### config.mk
export PLATFORM = sky130hd
export DESIGN_NAME = multi_key_lock_table
export DESIGN_NICKNAME = d
export VERILOG_FILES = /design/src/hw/rtl/lkt_pkg.sv /design/src/hw/rtl/lkt_ram.sv /design/src/hw/rtl/lkt_engine.sv /design/src/hw/rtl/multi_key_lock_table.sv
export VERILOG_INCLUDE_DIRS = /design/src /design/src/hw/rtl
export SDC_FILE = /design/constraint.sdc
export NUM_CORES = 2
export LEC_CHECK = 0
export ABC_AREA = 0
export BUFFER_PORTS_ARGS = -buffer_cell sky130_fd_sc_hd__buf_4
export CAP_MARGIN = 20
export CORE_AREA = 2 2 539 541
export CTS_BUF_LIST = sky130_fd_sc_hd__clkbuf_8
export CTS_CLUSTER_SIZE = 16
export DETAILED_ROUTE_END_ITERATION = 12
export DIE_AREA = 0 0 541 543
export MAX_ROUTING_LAYER = met4
export PLACE_DENSITY = 0.85
export SLEW_MARGIN = 20
export SYNTH_ARGS = -nofsm -noshare
export SYNTH_HDL_FRONTEND = slang
export SYNTH_HIERARCHICAL = 1
export SYNTH_MEMORY_MAX_BITS = 65536
export SYNTH_SLANG_ARGS = --single-unit
### constraint.sdc
create_clock -name clk -period 8.5 [get_ports clk]
set_clock_uncertainty 0.15 [all_clocks]
set_input_delay 0.85 -clock clk [delete_from_list [all_inputs] [get_ports clk]]
set_output_delay 0.85 -clock clk [all_outputs]
set_load 0.1 [all_outputs]
### src/hw/rtl/assert_macros.svh
// Assertion macros for the lock table RTL.
`ifndef ASSERT_MACROS_SVH
`define ASSERT_MACROS_SVH

// Condition that must hold at every clock edge out of reset.
`define LKT_ASSERT(lbl, cond, msg) \
  lbl: assert property (@(posedge clk) disable iff (rst) (cond)) else $error(msg);

// Same-cycle implication.
`define LKT_ASSERT_IMP(lbl, ante, cons, msg) \
  lbl: assert property (@(posedge clk) disable iff (rst) (ante) |-> (cons)) else $error(msg);

// Next-cycle implication.
`define LKT_ASSERT_NXT(lbl, ante, cons, msg) \
  lbl: assert property (@(posedge clk) disable iff (rst) (ante) |=> (cons)) else $error(msg);

`endif

### src/hw/rtl/lkt_pkg.sv
// Types and constants of the lock table.
package lkt_pkg;

  localparam int MAX_IDS     = 8;
  localparam int TABLE_DEPTH = 64;
  localparam int KEY_W       = 64;
  localparam int SCAN_LEN    = (TABLE_DEPTH > MAX_IDS) ? TABLE_DEPTH : MAX_IDS;

  localparam int TW  = $clog2(TABLE_DEPTH);
  localparam int PW  = (MAX_IDS > 1) ? $clog2(MAX_IDS) : 1;
  localparam int PCW = $clog2(MAX_IDS + 1);
  localparam int FW  = $clog2(TABLE_DEPTH + 1);
  localparam int CW  = $clog2(SCAN_LEN + 1);
  localparam int NW  = (FW > PCW) ? FW : PCW;

  localparam int STATUS_W    = 2;
  localparam int IN_TDATA_W  = ((KEY_W + 7) / 8) * 8;
  localparam int OUT_TDATA_W = ((STATUS_W + 7) / 8) * 8;

  typedef enum logic {
    OP_LOCK   = 1'b0,
    OP_UNLOCK = 1'b1
  } lkt_op_t;

  typedef enum logic [STATUS_W-1:0] {
    STATUS_OK       = 2'd0,
    STATUS_CONFLICT = 2'd1,
    STATUS_FULL     = 2'd2
  } lkt_status_t;

  typedef struct packed {
    lkt_op_t          op;
    logic [KEY_W-1:0] key;
    logic             last;
  } lkt_cmd_t;

  typedef struct packed {
    logic        valid;
    lkt_status_t status;
  } lkt_res_t;

endpackage

### src/hw/rtl/lkt_ram.sv
// Generic simple dual-port RAM with registered read.
module lkt_ram #(
  parameter int WIDTH = 64,
  parameter int DEPTH = 64,
  localparam int AW = (DEPTH > 1) ? $clog2(DEPTH) : 1
) (
  input  logic             clk,
  input  logic             we,
  input  logic [AW-1:0]    waddr,
  input  logic [WIDTH-1:0] wdata,
  input  logic             re,
  input  logic [AW-1:0]    raddr,
  output logic [WIDTH-1:0] rdata
);

  logic [WIDTH-1:0] mem [DEPTH];

  always_ff @(posedge clk) begin
    if (we) begin
      mem[waddr] <= wdata;
    end
    if (re) begin
      rdata <= mem[raddr];
    end
  end

endmodule

### src/hw/rtl/lkt_engine.sv
// Lock table engine: key memory scan, pending buffer and all-or-nothing commit.
`include "assert_macros.svh"

module lkt_engine
  import lkt_pkg::*;
(
  input  logic     clk,
  input  logic     rst,
  input  logic     start,
  input  lkt_cmd_t cmd,
  output logic     idle,
  output lkt_res_t res,
  input  logic     res_ack
);

  typedef enum logic [5:0] {
    ST_IDLE   = 6'b000001,
    ST_SCAN   = 6'b000010,
    ST_FIN    = 6'b000100,
    ST_INS_RD = 6'b001000,
    ST_INS_WR = 6'b010000,
    ST_DONE   = 6'b100000
  } state_t;

  state_t            state;
  lkt_cmd_t          cmd_q;
  logic [CW-1:0]     scan_cnt;
  logic              chk_tbl;
  logic              chk_pnd;
  logic [TW-1:0]     tbl_idx_d;
  logic              dup_acc;
  logic [PCW-1:0]    pending_count;
  logic [PCW-1:0]    distinct_count;
  logic              conflict_seen;
  logic [FW-1:0]     free_count;
  logic [TABLE_DEPTH-1:0] entry_valid;
  logic [MAX_IDS-1:0]     dup_flag;
  logic [PCW-1:0]    ins_p;
  logic [TW-1:0]     ins_t;
  lkt_status_t       status_q;

  logic              issue;
  logic              tbl_re;
  logic              tbl_we;
  logic              pnd_re;
  logic              pnd_re_scan;
  logic              pnd_we;
  logic [PW-1:0]     pnd_raddr;
  logic [KEY_W-1:0]  tbl_rd_data;
  logic [KEY_W-1:0]  pnd_rd_data;
  logic              tbl_hit;
  logic              pnd_hit;
  logic              scan_end;
  logic              ins_dup;
  logic              is_dup;

  always_comb begin
    issue       = scan_cnt < CW'(SCAN_LEN);
    tbl_re      = (state == ST_SCAN) && issue && (scan_cnt < CW'(TABLE_DEPTH));
    pnd_re_scan = (state == ST_SCAN) && issue && (scan_cnt < CW'(pending_count));
    pnd_re      = pnd_re_scan ||
                  ((state == ST_INS_RD) && (ins_p != pending_count));
    pnd_raddr   = (state == ST_SCAN) ? scan_cnt[PW-1:0] : ins_p[PW-1:0];
    scan_end    = (state == ST_SCAN) && !issue;
    pnd_we      = scan_end;
    tbl_hit     = chk_tbl && entry_valid[tbl_idx_d] && (tbl_rd_data == cmd_q.key);
    pnd_hit     = chk_pnd && (pnd_rd_data == cmd_q.key);
    is_dup      = dup_acc || pnd_hit;
    ins_dup     = dup_flag[ins_p[PW-1:0]];
    tbl_we      = (state == ST_INS_WR) && !ins_dup && !entry_valid[ins_t];
  end

  lkt_ram #(
    .WIDTH (KEY_W),
    .DEPTH (TABLE_DEPTH)
  ) u_key_ram (
    .clk   (clk),
    .we    (tbl_we),
    .waddr (ins_t),
    .wdata (pnd_rd_data),
    .re    (tbl_re),
    .raddr (scan_cnt[TW-1:0]),
    .rdata (tbl_rd_data)
  );

  lkt_ram #(
    .WIDTH (KEY_W),
    .DEPTH (MAX_IDS)
  ) u_pend_ram (
    .clk   (clk),
    .we    (pnd_we),
    .waddr (pending_count[PW-1:0]),
    .wdata (cmd_q.key),
    .re    (pnd_re),
    .raddr (pnd_raddr),
    .rdata (pnd_rd_data)
  );

  always_ff @(posedge clk) begin
    if (rst) begin
      state          <= ST_IDLE;
      scan_cnt       <= '0;
      chk_tbl        <= 1'b0;
      chk_pnd        <= 1'b0;
      dup_acc        <= 1'b0;
      pending_count  <= '0;
      distinct_count <= '0;
      conflict_seen  <= 1'b0;
      free_count     <= FW'(TABLE_DEPTH);
      entry_valid    <= '0;
      ins_p          <= '0;
      ins_t          <= '0;
      status_q       <= STATUS_OK;
    end else begin
      case (state)
        ST_IDLE: begin
          if (start) begin
            cmd_q    <= cmd;
            scan_cnt <= '0;
            chk_tbl  <= 1'b0;
            chk_pnd  <= 1'b0;
            dup_acc  <= 1'b0;
            if (pending_count < PCW'(MAX_IDS)) begin
              state <= ST_SCAN;
            end else if (cmd.last) begin
              // identifier beyond the limit: only closes the request
              state <= ST_FIN;
            end
          end
        end
        ST_SCAN: begin
          // one entry issued per cycle, compared in the next cycle
          if (issue) begin
            scan_cnt <= scan_cnt + CW'(1);
          end
          chk_tbl   <= tbl_re;
          chk_pnd   <= pnd_re_scan;
          tbl_idx_d <= scan_cnt[TW-1:0];
          if (tbl_hit) begin
            if (cmd_q.op == OP_LOCK) begin
              conflict_seen <= 1'b1;
            end else begin
              entry_valid[tbl_idx_d] <= 1'b0;
              free_count             <= free_count + FW'(1);
            end
          end
          if (pnd_hit) begin
            dup_acc <= 1'b1;
          end
          if (scan_end) begin
            dup_flag[pending_count[PW-1:0]] <= is_dup;
            if (!is_dup) begin
              distinct_count <= distinct_count + PCW'(1);
            end
            pending_count <= pending_count + PCW'(1);
            state         <= cmd_q.last ? ST_FIN : ST_IDLE;
          end
        end
        ST_FIN: begin
          // buffered keys are never in the table here unless a conflict was seen
          if (cmd_q.op == OP_UNLOCK) begin
            status_q <= STATUS_OK;
            state    <= ST_DONE;
          end else if (conflict_seen) begin
            status_q <= STATUS_CONFLICT;
            state    <= ST_DONE;
          end else if (NW'(distinct_count) > NW'(free_count)) begin
            status_q <= STATUS_FULL;
            state    <= ST_DONE;
          end else begin
            status_q <= STATUS_OK;
            ins_p    <= '0;
            ins_t    <= '0;
            state    <= ST_INS_RD;
          end
        end
        ST_INS_RD: begin
          state <= (ins_p == pending_count) ? ST_DONE : ST_INS_WR;
        end
        ST_INS_WR: begin
          if (ins_dup) begin
            ins_p <= ins_p + PCW'(1);
            state <= ST_INS_RD;
          end else if (entry_valid[ins_t]) begin
            ins_t <= ins_t + TW'(1);
          end else begin
            entry_valid[ins_t] <= 1'b1;
            free_count         <= free_count - FW'(1);
            ins_t              <= ins_t + TW'(1);
            ins_p              <= ins_p + PCW'(1);
            state              <= ST_INS_RD;
          end
        end
        ST_DONE: begin
          if (res_ack) begin
            pending_count  <= '0;
            distinct_count <= '0;
            conflict_seen  <= 1'b0;
            state          <= ST_IDLE;
          end
        end
        default: begin
          state <= ST_IDLE;
        end
      endcase
    end
  end

  assign idle       = (state == ST_IDLE);
  assign res.valid  = (state == ST_DONE);
  assign res.status = status_q;

  `LKT_ASSERT(a_free_matches_valid, 32'(free_count) + 32'($countones(entry_valid)) == 32'(TABLE_DEPTH), "free count out of step with valid bits")
  `LKT_ASSERT(a_pending_bound, pending_count <= PCW'(MAX_IDS), "pending count beyond limit")
  `LKT_ASSERT_IMP(a_insert_has_room, (state == ST_INS_WR) && !ins_dup, free_count != '0, "insert with no free entry")
  `LKT_ASSERT_NXT(a_done_holds, (state == ST_DONE) && !res_ack, (state == ST_DONE) && $stable(status_q), "result dropped before taken")

endmodule

### src/hw/rtl/multi_key_lock_table.sv
// Top level of the multi-key lock table: stream ports and output register.
//
//  channel  dir  beat contents
//  s_axis   in   tuser opcode, tdata[63:0] inode_key, tlast last_key
//  m_axis   out  tdata[1:0] status (one beat per request, on its last identifier)
//
// A buffered identifier scans SCAN_LEN entries (SCAN_LEN = max(TABLE_DEPTH, MAX_IDS)):
// the key memory and pending buffer are read one entry per cycle.
// An identifier beyond MAX_IDS is not buffered. Every last item passes ST_FIN and ST_DONE;
// a granted lock then walks ST_INS_RD and ST_INS_WR per key, skipping occupied entries.
// Reset clears the valid bits at once; no clearing pass over the key memory.
// s_axis_tready is low while an identifier is in work; the engine holds its result
// while the output register is full and not being taken.
module multi_key_lock_table
  import lkt_pkg::*;
(
  input  logic                   clk,
  input  logic                   rst,
  input  logic                   s_axis_tvalid,
  output logic                   s_axis_tready,
  input  logic [IN_TDATA_W-1:0]  s_axis_tdata,   // inode_key
  input  logic                   s_axis_tuser,   // opcode
  input  logic                   s_axis_tlast,
  output logic                   m_axis_tvalid,
  input  logic                   m_axis_tready,
  output logic [OUT_TDATA_W-1:0] m_axis_tdata    // status, zero pad
);

  lkt_cmd_t    cmd;
  lkt_res_t    res;
  logic        eng_idle;
  logic        start;
  logic        res_ack;
  lkt_status_t out_status;

  always_comb begin
    cmd.op   = lkt_op_t'(s_axis_tuser);
    cmd.key  = s_axis_tdata[KEY_W-1:0];
    cmd.last = s_axis_tlast;
  end

  assign s_axis_tready = eng_idle;
  assign start         = s_axis_tvalid && eng_idle;
  assign res_ack       = res.valid && (!m_axis_tvalid || m_axis_tready);

  lkt_engine u_engine (
    .clk     (clk),
    .rst     (rst),
    .start   (start),
    .cmd     (cmd),
    .idle    (eng_idle),
    .res     (res),
    .res_ack (res_ack)
  );

  always_ff @(posedge clk) begin
    if (rst) begin
      m_axis_tvalid <= 1'b0;
    end else if (res_ack) begin
      m_axis_tvalid <= 1'b1;
    end else if (m_axis_tready) begin
      m_axis_tvalid <= 1'b0;
    end
  end

  always_ff @(posedge clk) begin
    if (res_ack) begin
      out_status <= res.status;
    end
  end

  assign m_axis_tdata = {{(OUT_TDATA_W - STATUS_W){1'b0}}, out_status};

endmodule

==> metrics.md <==
| Metric | Value |
|---|---|
| Syn Inst Count | `8751` |
| Worst Tran Pin Value | `1.30 ns` |
| RSZ-0062 raised after global routing | `no` |
| Clk sink count | `4927` |
| Antenna viol nets, final | `0` |
| Largest stage delay, worst path | `0.80 ns` |
| Async SR Flop Fraction | `0%` |
| Pre-Repair DR Iteration Count | `9` |
| Worst-path cell chain | `buf_4 -> nor2b_1 -> a22oi_1 -> nand3_1 -> nand4_1 -> nor3b_4 -> nand2_1 -> or3_1 -> nor2_4 -> buf_4` |
| Synth warnings | `6` |
| Final nets | `9475` |
| Sequential area share after synthesis | `77.5%` |
| Worst path most repeated cell | `buf_4` |
| Placed instance area | `195000 µm²` |
| Cts bufs inserted | `724` |
| Area Growth Syn to Fin | `10.5%` |
| Cts hold-fix bufs | `68` |
| Vias per cell | `7.40` |
| Reg2Reg Setup Slack | `between 3 and 4 ns` |
| Max-cap violations | `0` |
| Die X | `about 540 µm` |
| Status | `complete, no violations` |
| Reg-to-Reg End | `u_engine/u_key_ram/mem[33][7]` |
| Row Count | `197` |
| Reg clk slew, reported paths | `~0.060 ns` |
| FMAX | `186 MHz` |
| WP buf/inv | `2` |
| Reported leakage power | `63.4 nW` |
| Top FF cell, synth | `edfxtp_1` |
| Initial DRC Count | `19900` |
| Worst hold path type | `input port to flip-flop` |
| Final Cycle Share | `a little under two thirds` |
| Chip height | `543 µm` |
| Layout cells sized above 1 | `25.8%` |
| FF-to-FF Start | `u_engine/ins_t[0]` |
| Largest net degree at the start of global routing | `129` |
| Critical path depth | `10` |
| EDFF count, synth | `4818` |
| Setup TNS | `0 ns` |
| Buffers on Ports | `73` |
| Fin crit period | `5.38 ns` |
| DR WL/cell | `38.7 µm` |
| DP HPWL | `between 300 and 400 mm` |
| First-pass GRT wire length | `748 mm` |
| Synth cell types | `74` |
| Worst-case clock buffer depth | `4` |
| I/O pins | `80` |
| Startpoint types | `flip-flop` |
| Post-synthesis cell area | `between 150000 and 200000 µm²` |
| CP Launch Point | `u_engine/ins_t[0]` |
| Peak supply drop | `0.201 mV` |
| Post-CTS setup buffers | `0` |
| Aggregate global-route resource usage | `between 30% and 40%` |
| Initial Util | `65.9%` |
| Post-CTS sizing | `0` |
| Initial antenna violation count | `53` |
| # setup viols final | `0` |
| Rel. slew slack | `13.1%` |
| Vias in the first global route | `101000` |
| Insertion delay to the later sink of the worst-skew pair | `roughly 1.3 ns` |
| Fin area | `209000 µm²` |
| Required @ worst endpoint | `between 9 and 10 ns` |
| Critical path type | `flip-flop to flip-flop` |
| DRC errors left | `0` |
| Cell area power density | `roughly 220 nW/µm²` |
| Final Util | `72.8%` |
| H-tree levels | `6` |
| Syn Area/Cell | `21.7 µm²` |
| CTS tree | `yes` |
| Fin. Hold Viols | `0` |
| DR vias | `around 100k` |
| Routed WL | `533 mm` |
| Worst setup endpoint | `u_engine/u_key_ram/mem[33][7]` |
| Die Area | `294000 µm²` |
| Root Buffer | `clkbuf_8` |
| Crit end category | `flip-flop` |
| R2R depth | `10` |
| Synth Register Bits | `4927` |
| Routability Congestion | `0.912` |
| Total gr overflow | `0` |
| Post-Place Setup Slack | `3.28 ns` |
| Core box area | `287000 µm²` |
| Fin worst setup slack | `a little over 3 ns` |
| Critical Path Slowest Stage Cell | `buf_4` |
| Largest delay contributor family on the critical path | `simple AND/OR/NAND/NOR gates` |
| Worst Path Arrival | `slightly above 6 ns` |
| Crit path max fanout | `56` |
| Max-slew violations | `0` |
## logic make-up after synthesis
kind of cell | after synthesis | share of synthesized area [%]
compound gates | 620 | 2.23
mux | 1428 | 15.2
other cells | 1 | 0.00198
simple gates | 1098 | 2.91
fa+ha+maj | 18 | 0.123
flops | 4927 | 77.5
xor+xnor | 122 | 0.564
buf+inv | 537 | 1.43
## worst min-delay path by stage
stage / startpoint / end / slack [ns] / depth (start not counted)
floorplan: u_engine/status_q[0] / out_status[0] / 0.26 / 0
global placement: u_engine/status_q[0] / out_status[0] / 0.28 / 0
detailed placement: u_engine/status_q[0] / out_status[0] / 0.29 / 0
CTS: s_axis_tvalid / u_engine/state[0] / 0.02 / 5
global route: s_axis_tvalid / u_engine/state[0] / 0.14 / 5
finish: s_axis_tvalid / u_engine/state[0] / 0.12 / 5
## sequential cells by signal (all words and copies together), names as in the netlist, 2 cells and up
| register | flops |
|---|---|
| u_engine/free_count | 7 |
| u_engine/u_pend_ram/mem | 512 |
| u_engine/status_q | 2 |
| out_status | 2 |
| u_engine/tbl_idx_d | 6 |
| u_engine/u_key_ram/mem | 4096 |
| u_engine/scan_cnt | 7 |
| u_engine/entry_valid | 64 |
| u_engine/cmd_q | 66 |
| u_engine/state | 6 |
| u_engine/u_key_ram/rdata | 64 |
| u_engine/dup_flag | 8 |
| u_engine/ins_p | 4 |
| u_engine/u_pend_ram/rdata | 64 |
| u_engine/distinct_count | 4 |
| u_engine/pending_count | 4 |
| u_engine/ins_t | 6 |
## cells in the mapped netlist (all sizes together) (15+ instances only)
| library cell | n | area [µm²] |
|---|---|---|
| and3 | 21 | 131 |
| nand4 | 110 | 688 |
| o21ai | 92 | 460 |
| mux2 | 64 | 721 |
| a22oi | 153 | 1150 |
| a31oi | 60 | 375 |
| inv | 38 | 143 |
| and2 | 15 | 96.4 |
| a21oi | 49 | 249 |
| a211oi | 25 | 188 |
| o22ai | 94 | 588 |
| clkbuf | 208 | 782 |
| xor2 | 41 | 359 |
| mux4 | 1160 | 26100 |
| o221ai | 28 | 245 |
| dfxtp | 109 | 2180 |
| nand2b | 50 | 320 |
| nand2 | 278 | 1040 |
| or3 | 60 | 375 |
| nor4 | 20 | 125 |
| nor2b | 41 | 257 |
| buf | 289 | 1780 |
| o31ai | 21 | 158 |
| ha | 17 | 213 |
| mux2i | 204 | 2040 |
| nand3 | 216 | 1080 |
| o21a | 52 | 390 |
| nor3 | 61 | 355 |
| edfxtp | 4818 | 145000 |
| nor2 | 178 | 668 |
| xnor2 | 81 | 709 |
## worst register-to-register path, cell delays in order, from the launching register on
cell	delay, ns
dfxtp_1	0.61
buf_4	0.34
nor2b_1	0.54
a22oi_1	0.21
nand3_1	0.15
nand4_1	0.23
nor3b_4	0.42
nand2_1	0.22
or3_1	0.76
nor2_4	0.43
buf_4	0.81
## cell type report
class / count / area [µm²]
fill: 14400 / 78100
timing repair buffer: 402 / 3820
clock inverter: 558 / 2980
clock buffer: 728 / 10000
sequential: 4927 / 147000
multi-input combinational: 3292 / 40600
inverter: 40 / 153
antenna: 49 / 123
tap: 3781 / 4730
## per-stage QoR
stage | hold slack, ns | total power [mW] | instances
after floorplan | 0.259 | 28.5 | 8756
after global placement | 0.278 | 29.1 | 12400
after detailed placement | 0.291 | 29.2 | 12400
after CTS | 0.0192 | 46.4 | 13700
after global routing | 0.139 | 47.5 | 13800
final | 0.125 | 46.5 | 13800
## power by group
group / total, mW / switching, mW / internal [mW] / leakage, nW
logic: 2.06 / 1.17 / 0.885 / 11.7
clock network: 17.7 / 9.32 / 8.35 / 7.49
registers: 26.8 / 0.261 / 26.5 / 44.2
## cells in the final DEF (no fill, tap or decap), types with 60 or more instances in the layout
master	count
edfxtp_1	4818
mux4_2	1160
clkbuf_8	728
buf_4	283
nand2_1	271
inv_1	263
nand3_1	216
mux2i_1	204
clkinv_1	185
a22oi_1	153
nand4_1	110
nor2_1	107
dfxtp_1	103
o22ai_1	91
xnor2_1	81
clkinv_2	78
nor2_4	71
dlygate4sd3_1	68
mux2_2	64
o21ai_1	62
or3_1	60
a31oi_1	60
## routing by layer
metal | vias to the layer above | GRT usage [%] | part of all wire, %
met4 | 0 | 17.8 | 5.8
li1 | 38200 | - | -
met1 | 51300 | 47.4 | 31
met2 | 10700 | 56.3 | 47
met5 | - | - | 0
met3 | 1796 | 11.8 | 16
No activity file was read; power rests on OpenSTA's default activity.
